===== src/rtl/dldf_pkg.sv =====
`default_nettype none
// ----------------------------------------------------------------------------
// dldf_pkg
// Shared constants and types of the delimiter-run deframer.
// ----------------------------------------------------------------------------
package dldf_pkg;

  // Run length bounds; descriptor fields are sized for the largest run.
  localparam int unsigned DelimLenDef = 4;
  localparam int unsigned DelimLenMax = 8;

  // Delimiter bytes released in one step stay below the run length.
  localparam int unsigned NdW  = $clog2(DelimLenMax);
  // Results per step reach run length plus one.
  localparam int unsigned CntW = $clog2(DelimLenMax + 2);

  localparam logic [7:0] DelimReset = 8'hFE;
  localparam logic       SkipReset  = 1'b1;

  // Configuration register indexes
  localparam logic [7:0] RegDelimiter  = 8'd0;
  localparam logic [7:0] RegSkipHeader = 8'd1;

  // Result list of one input byte: [held] [delim x nd] [data], count beats.
  typedef struct packed {
    logic [7:0]      held_byte;
    logic            held_valid;
    logic [7:0]      delim_byte;
    logic [7:0]      data_byte;
    logic [NdW-1:0]  num_delim;
    logic [CntW-1:0] count;
    logic            close;
  } burst_desc_t;

  typedef struct packed {
    logic busy;
    logic on_last;
  } burst_stat_t;

endpackage
`default_nettype wire


===== src/rtl/delimiter_run_deframer.sv =====
`default_nettype none
// ----------------------------------------------------------------------------
// delimiter_run_deframer
// Splits a byte stream into packets at runs of a delimiter byte.
// ----------------------------------------------------------------------------
//  channel  dir  handshake              payload
//  in       in   in_valid_i/in_ready_o  data_byte_i, end_of_buffer_i
//  out      out  out_valid_o/out_ready_i packet_byte_o, packet_last_o
//  cfg      in   cfg_valid_i/cfg_ready_o cfg_index_i, cfg_data_i
//
//  An input beat is decoded in the cycle it is accepted; its results (0 to
//  DelimLen+1 beats) leave from the result register one per cycle after it
//  while out_ready_i is high. A byte with at most one result sustains one beat
//  per cycle; a byte that gives more results holds the input while the result
//  register drains. Reset clears the framing state; the next byte is a header
//  byte. Output stalls back up to in_ready_o; the config port is always ready.
// ----------------------------------------------------------------------------
module delimiter_run_deframer import dldf_pkg::*; #(
  parameter int unsigned DelimLen = DelimLenDef
) (
  input  wire logic       clk_i,
  input  wire logic       rst_ni,
  input  wire logic       in_valid_i,
  output logic            in_ready_o,
  input  wire logic [7:0] data_byte_i,
  input  wire logic       end_of_buffer_i,
  output logic            out_valid_o,
  input  wire logic       out_ready_i,
  output logic [7:0]      packet_byte_o,
  output logic            packet_last_o,
  input  wire logic       cfg_valid_i,
  output logic            cfg_ready_o,
  input  wire logic [7:0] cfg_index_i,
  input  wire logic [7:0] cfg_data_i
);

  logic [7:0]  delim_q;
  logic        skip_q;
  logic        in_fire, take, load;
  burst_desc_t desc;
  burst_stat_t stat;

  assign cfg_ready_o = 1'b1;

  always_ff @(posedge clk_i or negedge rst_ni) begin
    if (!rst_ni) begin
      delim_q <= DelimReset;
      skip_q  <= SkipReset;
    end else if (cfg_valid_i) begin
      case (cfg_index_i)
        RegDelimiter:  delim_q <= cfg_data_i;
        RegSkipHeader: skip_q  <= cfg_data_i[0];
        default: ;
      endcase
    end
  end

  assign out_valid_o = stat.busy;
  assign take        = out_valid_o && out_ready_i;
  // free when empty or when the final beat leaves this cycle
  assign in_ready_o  = !stat.busy || (out_ready_i && stat.on_last);
  assign in_fire     = in_valid_i && in_ready_o;
  assign load        = in_fire && (desc.count != '0);

  dldf_frame #(
    .DelimLen(DelimLen)
  ) u_frame (
    .clk_i          (clk_i),
    .rst_ni         (rst_ni),
    .fire_i         (in_fire),
    .data_byte_i    (data_byte_i),
    .end_of_buffer_i(end_of_buffer_i),
    .delim_i        (delim_q),
    .skip_i         (skip_q),
    .desc_o         (desc)
  );

  dldf_burst u_burst (
    .clk_i        (clk_i),
    .rst_ni       (rst_ni),
    .load_i       (load),
    .desc_i       (desc),
    .take_i       (take),
    .stat_o       (stat),
    .packet_byte_o(packet_byte_o),
    .packet_last_o(packet_last_o)
  );

  a_accept_only_when_draining: assert property (
    @(posedge clk_i) disable iff (!rst_ni)
    in_fire && out_valid_o |-> out_ready_i && stat.on_last
  ) else $error("input accepted while results still pending");

  a_burst_continues: assert property (
    @(posedge clk_i) disable iff (!rst_ni)
    take && !stat.on_last |=> out_valid_o
  ) else $error("result burst ended early");

  a_load_shows_result: assert property (
    @(posedge clk_i) disable iff (!rst_ni)
    load |=> out_valid_o
  ) else $error("loaded results not presented");

  a_last_on_final_beat: assert property (
    @(posedge clk_i) disable iff (!rst_ni)
    out_valid_o && packet_last_o |-> stat.on_last
  ) else $error("packet end flagged before final beat of burst");

endmodule
`default_nettype wire


===== src/rtl/dldf_frame.sv =====
`default_nettype none
// ----------------------------------------------------------------------------
// dldf_frame
// Framing state and per-byte decode into a result list descriptor.
// ----------------------------------------------------------------------------
module dldf_frame import dldf_pkg::*; #(
  parameter int unsigned DelimLen = DelimLenDef
) (
  input  wire logic        clk_i,
  input  wire logic        rst_ni,
  input  wire logic        fire_i,
  input  wire logic [7:0]  data_byte_i,
  input  wire logic        end_of_buffer_i,
  input  wire logic [7:0]  delim_i,
  input  wire logic        skip_i,
  output burst_desc_t      desc_o
);

  localparam int unsigned RunW = $clog2(DelimLen);

  logic [RunW-1:0] run_q, run_d;
  logic            hv_q, hv_d;
  logic [7:0]      hb_q, hb_d;
  logic            at_q, at_d;

  logic            drop, is_delim, full, plain, hold, close;
  logic [NdW-1:0]  num_delim;
  logic [CntW-1:0] total;

  always_comb begin
    drop     = at_q & skip_i;
    is_delim = !drop && (data_byte_i == delim_i);
    full     = is_delim && (run_q == RunW'(DelimLen - 1));
    plain    = !drop && !is_delim;
    close    = full || end_of_buffer_i;
    hold     = plain && !end_of_buffer_i;

    if (drop) begin
      num_delim = end_of_buffer_i ? NdW'(run_q) : '0;
    end else if (full) begin
      num_delim = '0;
    end else if (is_delim) begin
      num_delim = end_of_buffer_i ? (NdW'(run_q) + NdW'(1)) : '0;
    end else begin
      num_delim = NdW'(run_q);
    end

    total = CntW'(hv_q) + CntW'(num_delim) + CntW'(plain);

    desc_o.held_byte  = hb_q;
    desc_o.held_valid = hv_q;
    desc_o.delim_byte = delim_i;
    desc_o.data_byte  = data_byte_i;
    desc_o.num_delim  = num_delim;
    desc_o.close      = close;
    if (close) begin
      desc_o.count = total;
    end else if (hold) begin
      // keep the newest data byte back for its last flag
      desc_o.count = total - CntW'(1);
    end else begin
      desc_o.count = '0;
    end
  end

  always_comb begin
    at_d = end_of_buffer_i;
    hb_d = plain ? data_byte_i : hb_q;
    if (end_of_buffer_i || full) begin
      hv_d = 1'b0;
    end else if (plain) begin
      hv_d = 1'b1;
    end else begin
      hv_d = hv_q;
    end
    if (end_of_buffer_i) begin
      run_d = '0;
    end else if (is_delim && !full) begin
      run_d = run_q + RunW'(1);
    end else if (drop) begin
      run_d = run_q;
    end else begin
      run_d = '0;
    end
  end

  always_ff @(posedge clk_i or negedge rst_ni) begin
    if (!rst_ni) begin
      run_q <= '0;
      hv_q  <= 1'b0;
      at_q  <= 1'b1;
    end else if (fire_i) begin
      run_q <= run_d;
      hv_q  <= hv_d;
      at_q  <= at_d;
    end
  end

  always_ff @(posedge clk_i) begin
    if (fire_i) begin
      hb_q <= hb_d;
    end
  end

endmodule
`default_nettype wire


===== src/rtl/dldf_burst.sv =====
`default_nettype none
// ----------------------------------------------------------------------------
// dldf_burst
// Result register: one descriptor, played out one beat a cycle while taken.
// ----------------------------------------------------------------------------
module dldf_burst import dldf_pkg::*; (
  input  wire logic        clk_i,
  input  wire logic        rst_ni,
  input  wire logic        load_i,
  input  burst_desc_t      desc_i,
  input  wire logic        take_i,
  output burst_stat_t      stat_o,
  output logic [7:0]       packet_byte_o,
  output logic             packet_last_o
);

  burst_desc_t     desc_q;
  logic            busy_q, busy_d;
  logic [CntW-1:0] idx_q, idx_d;
  logic            on_last;

  assign on_last = (idx_q == (desc_q.count - CntW'(1)));

  always_comb begin
    busy_d = busy_q;
    idx_d  = idx_q;
    if (load_i) begin
      busy_d = 1'b1;
      idx_d  = '0;
    end else if (take_i) begin
      busy_d = !on_last;
      idx_d  = idx_q + CntW'(1);
    end
  end

  always_comb begin
    if (desc_q.held_valid && (idx_q == '0)) begin
      packet_byte_o = desc_q.held_byte;
    end else if (idx_q < (CntW'(desc_q.held_valid) + CntW'(desc_q.num_delim))) begin
      packet_byte_o = desc_q.delim_byte;
    end else begin
      packet_byte_o = desc_q.data_byte;
    end
    packet_last_o = desc_q.close && on_last;
  end

  assign stat_o.busy    = busy_q;
  assign stat_o.on_last = on_last;

  always_ff @(posedge clk_i or negedge rst_ni) begin
    if (!rst_ni) begin
      busy_q <= 1'b0;
      idx_q  <= '0;
    end else begin
      busy_q <= busy_d;
      idx_q  <= idx_d;
    end
  end

  always_ff @(posedge clk_i) begin
    if (load_i) begin
      desc_q <= desc_i;
    end
  end

endmodule
`default_nettype wire


===== config.mk =====
export PLATFORM = sky130hd
export DESIGN_NAME = delimiter_run_deframer
export DESIGN_NICKNAME = d
export VERILOG_FILES = /design/src/rtl/dldf_pkg.sv /design/src/rtl/delimiter_run_deframer.sv /design/src/rtl/dldf_frame.sv /design/src/rtl/dldf_burst.sv
export SDC_FILE = /design/constraint.sdc
export NUM_CORES = 1
export LEC_CHECK = 0
export BUFFER_PORTS_ARGS = -buffer_cell sky130_fd_sc_hd__buf_4
export CORE_MARGIN = 10
export CORE_UTILIZATION = 35
export CTS_CLUSTER_SIZE = 24
export DETAILED_ROUTE_END_ITERATION = 8
export HOLD_SLACK_MARGIN = 0.12
export SLEW_MARGIN = 5
export SYNTH_ARGS = -nofsm -noshare
export SYNTH_HDL_FRONTEND = slang
export SYNTH_SLANG_ARGS = --single-unit

===== constraint.sdc =====
create_clock -name clk_i -period 5.2 [get_ports clk_i]
set_input_delay 1.3 -clock clk_i [delete_from_list [all_inputs] [get_ports clk_i]]
set_output_delay 1.3 -clock clk_i [all_outputs]
set_load 0.05 [all_outputs]

* Word-level counts from Yosys, hierarchy flattened
Cells that the tools add are included.
** Cells by class
- Multiplexer cells :: 18
- Reductions and logical operators :: 29
- Equal/unequal tests :: 5
- Add/sub/neg operators :: 8
- Bitwise logic cells :: 1
- Order comparisons :: 1
** Operators with widths (number)
- 4-bit two-way mux :: 4
- 8-bit two-way mux :: 2
- 3-bit two-way mux :: 4
- 1-bit logical AND :: 11
- 2-bit AND reduction :: 5
- 1-bit by 3-bit adder with 4-bit output :: 2
- 8-bit by 1-bit == test with 1-bit output, second input constant :: 1
- 8-bit == test :: 1
- 8-bit logical NOT :: 1
- 2-bit two-way mux :: 4
- 4-bit by 1-bit subtractor with 4-bit output, second input constant :: 2
- 1-bit logical NOT :: 6
- 4-bit by 1-bit adder with 4-bit output :: 1
- 4-bit by 1-bit adder with 4-bit output, second input constant :: 1
- 4-bit == test :: 1
- 4-bit logical NOT :: 1
- 4-bit less-than comparator :: 1
- 1-bit two-way mux :: 4
- 2-bit nonzero test :: 2
- 4-bit nonzero test :: 1
- 2-bit by 1-bit adder with 3-bit output, second input constant :: 1
- 3-bit inequality test, second input constant :: 1
- 2-bit by 1-bit adder with 2-bit output, second input constant :: 1
- 2-bit == test, second input constant :: 1
- other kinds (2) :: 3
** Word-level totals
- Output and inout bits :: 12
- Register bits :: 59
- Word-level logic and storage cells :: 77
- Bits of input ports :: 30

* Logic depth before layout (Yosys ltp)
- Word-level depth :: 14
- Depth in mapped cells :: 14
- Mapped depth without buffers :: 14

* Hierarchy
A second synthesis with hierarchy kept.
** Unflattened totals
- Cell total of the unflattened synthesis :: 242
- Area, all modules :: 3014.1 µm²
** Modules (own cells, without submodules)
- dldf_burst :: area each 1655.3 µm², cells each 122, instances 1, seq. area each 1116.1 µm²
- dldf_frame :: area each 930.9 µm², cells each 91, instances 1, seq. area each 341.6 µm²
- delimiter_run_deframer :: area each 427.9 µm², cells each 29, instances 1, seq. area each 235.2 µm²

* Worst setup path after synthesis
No wires, ideal clock.
- Kind :: in2reg
- From :: input port data_byte_i[0]
- To :: register u_burst.desc_q[0] (netlist bit), enable pin
- Arrival :: 4.552 ns
- Setup time :: 0.393 ns
- Data required time :: 4.807 ns
- Buffers on the path :: 0
- Stages :: 13
- Slack :: 0.255 ns
- Cell sequence :: xnor2_1 > nand4_2 > o21ai_2 > a21oi_1 > a41o_1 > fa_1 > ha_1 > inv_1 > ha_1 > a31oi_1 > a21oi_1 > o2bb2ai_2 > and2_1
** RTL lines
- start: declaration :: RTL line delimiter_run_deframer.sv:25 : input wire logic [7:0] data_byte_i,
- end signal: assignment :: RTL line dldf_burst.sv:62 : desc_q <= desc_i;
- end: declaration :: RTL line dldf_burst.sv:17 : burst_desc_t desc_q;

==> reports/qor.csv <==
stage,metric,value,unit
logic_synthesis,ys async rst share,30.5,%
logic_synthesis,"EDFF count, synth",41,
cells_and_area,# diodes,0,
timing,setup slack after layout,0.672,ns
place,pre-CTS WS,0.304,ns
pwr,P_leak,1.38,nW
setup_path,WP data required,5.23,ns
logic_synthesis,syn avg cell area,13.5,um^2
timing,fin. max-slew vios,0,
clocking,clk buf depth,2,
place,routability cong.,0.795,
timing,final hold violation count,0,
floorplanning,Core ar.,7810,um^2
route,DR vias/cell,4.73,
route,via count,1731,
hold_path,Hold Path Class,flip-flop to flip-flop,
clocking,hold buffer count at CTS,0,
timing,slew at the pin with the worst max-slew slack,0.657,ns
logic_synthesis,Yosys reg bits,59,
global_route,Overall Global Routing Usage,9.52,%
setup_path,critical path peak fanout,33,
setup_path,CP arrival,4.56,ns
logic_synthesis,Netlist Area Pre-Place,2840,um^2
timing,relative slew slack,56.0,%
floorplanning,Die Span X,110,um
timing,final setup fails,0,
timing,Clock Skew,0.00361,ns
setup_path,Critical Path Slowest Stage Cell,o21ai_2,
setup_path,crit path buf inv count,3,
setup_path,CP Capture Type,flip-flop,
job,Max-Cap Viols,0,
route,routed wire length,5.48,mm
pwr,Max VDD drop,0.000137,V
timing,final worst-path cycle share,87.1,%
clocking,clock latency on the worst-skew pair,0.33,ns
setup_path,crit path cell chain,buf_4 > xnor2_1 > nand4_1 > o21ai_2 > a21oi_1 > a41o_1 > fa_1 > ha_1 > inv_1 > ha_1 > a31oi_1 > a21oi_1 > o2bb2ai_2 > and2_1 > buf_12,
logic_synthesis,"Primary FF master, synth",edfxtp_1,
global_route,antenna violations before repair,0,
clocking,htree depth,3,
timing,Highest Clock Rate,221,MHz
floorplanning,die height,110,um
floorplanning,IO Pins,42,
clocking,CTS root buf,clkbuf_8,
place,IO buf count,40,
logic_synthesis,Yosys warning total,0,
place,post-DP HPWL,4.10,mm
logic_synthesis,Synth Net Count,252,
clocking,CTS tree,done,
route,WL/cell,15.0,um
floorplanning,Initial Util,36.4,%
cells_and_area,nets@finish,301,
timing,RSZ-0062 raised after global routing,no,
route,1st-iter DRT viols,94,
floorplanning,die area,12100,um^2
cells_and_area,"commonest non-fill, non-tap cells in the layout","41 x edfxtp_1, 40 x buf_4, 17 x a21oi_1, 14 x xnor2_1, 14 x nor2_1",
global_route,residual overflow from global routing,0,
route,DRT Pass-1 Iters,4,
clocking,CTS sink count,59,
pwr,Pwr Total,1.81,mW
run_status,status,"complete, no violations",
global_route,largest net degree at the start of global routing,34,
global_route,vias in the first global route,1679,
logic_synthesis,"Seq/Total Area, Yosys",59.6,%
route,"antenna viol nets, final",0,
clocking,setup bufs post-CTS,0,
cells_and_area,share of layout cells above drive strength 1,33.7,%
setup_path,CP Launch Type,primary input,
setup_path,Top delay family on crit path,compound AO/OA/AOI/OAI gates,
cells_and_area,"Area growth, synth to finish",22.6,%
cells_and_area,"commonest non-fill, non-tap cell in the layout",edfxtp_1,
setup_path,Crit Path Class,primary input to flip-flop,
route,DRC,0,
logic_synthesis,Gate Count Post-Synth,210,
clocking,CTS Buf Count,9,
pwr,pwr dens,519,nW/um^2
floorplanning,FP Rows,32,
timing,setup TNS,0,ns
logic_synthesis,Cell variety after synth,48,
cells_and_area,fillers,735,
timing,post-layout min period,4.53,ns
setup_path,crit-path max cell delay,0.40,ns
clocking,clock transition at the registers of the reported paths,0.06,ns
clocking,Resized cells post-CTS,0,
global_route,first-pass GRT wire length,8.71,mm
==> final cells by class <==
class / count / area, um^2 / share of cell area, %
inverter: 13 / 48.8 / 1.40
sequential: 59 / 1690 / 48.6
tap: 102 / 128 / 3.66
clock buffer: 11 / 131 / 3.77
timing repair buffer: 41 / 320 / 9.19
multi-input combinational: 135 / 1090 / 31.2
clock inverter: 5 / 77.6 / 2.23
==> metal layers <==
layer | wire length (um) | track usage [%] | up-vias
met1 | 2570 | 12.5 | 811
met5 | 0 | 0 | -
met3 | 347 | 3.42 | 7
met2 | 2440 | 13.0 | 46
met4 | 116 | 6.06 | 0
li1 | - | - | 867
==> path summary, 6_finish.rpt <==
check	startpoint	endpoint	slack, ns	depth (start not counted)
worst max-delay path	data_byte_i[7]	u_burst.desc_q[11]	0.67	15
min in group asynchronous	rst_ni	delim_q[0]	0.83	1
max in group asynchronous	rst_ni	u_frame.at_q	4.10	1
worst max register to register	delim_q[7]	u_burst.desc_q[11]	1.24	14
worst min-delay path	u_frame.hb_q[3]	u_burst.desc_q[28]	0.42	0
worst min register to register	u_frame.hb_q[3]	u_burst.desc_q[28]	0.42	0
==> per-stage QoR <==
step	hold slack [ns]	util [%]	area (um^2)	std cells
after floorplan	0.400	-	2840	210
after global placement	0.401	42.0	3280	350
after detailed placement	0.405	42.0	3280	350
after CTS	0.420	44.6	3480	366
after global routing	0.424	44.6	3480	366
final	0.418	44.6	3480	366
==> state kept, by name, summed over array words and instances, names as in the netlist <==
register        count
delim_q             8
skip_q              1
u_burst.busy_q      1
u_burst.desc_q     33
u_burst.idx_q       4
u_frame.at_q        1
u_frame.hb_q        8
u_frame.hv_q        1
u_frame.run_q       2
==> logic make-up (layout without fill, tap and decap cells) <==
family	count (synthesis)	after routing	share of synthesized area, %
flip-flops	59	59	59.6
buffers and inverters	16	70	2.25
AND/OR/NAND/NOR	49	49	9.20
other	2	2	0.264
multiplexers	18	18	6.73
AO/OA/AOI/OAI	37	37	10.7
XOR/XNOR	17	17	5.81
adder cells (fa/ha/maj)	12	12	5.55
==> where the power goes <==
part / leakage [nW] / internal [mW] / switching, mW / total, mW
sequential: 0.577 / 0.600 / 0.0557 / 0.656
clock: 0.103 / 0.268 / 0.173 / 0.441
combinational: 0.701 / 0.264 / 0.449 / 0.713
total: 1.38 / 1.13 / 0.678 / 1.81
==> synth_stat cells, types with 2 or more instances <==
cell type  count  area, um^2
a21oi_1       17        85.1
a31oi_1        2        12.5
clkbuf_1       2        7.51
nor2_2         2        12.5
nand2_1       11        41.3
nand2b_1       2        12.5
xnor2_1       14         123
dfrtp_1        9         225
nand3_1        6        30.0
mux2i_1        9        90.1
inv_1         13        48.8
conb_1         2        7.51
o31ai_1        3        22.5
mux2_2         9         101
o21ai_0        2        10.0
xor2_1         2        17.5
and2_1         2        12.5
nor3_1         2        10.0
ha_1          11         138
nor2_1        14        52.6
dfstp_2        9         236
edfxtp_1      41        1230
==> worst reg2reg max path: stages (launching register included) <==
cell and delay [ns]:
dfstp_2 0.55, xnor2_1 0.14, nand4_1 0.26, o21ai_2 0.40
a21oi_1 0.12, a41o_1 0.25, fa_1 0.39, ha_1 0.32
inv_1 0.05, ha_1 0.29, a31oi_1 0.13, a21oi_1 0.07
o2bb2ai_2 0.25, and2_1 0.21, buf_12 0.21
(Power assumes the default switching activity.)
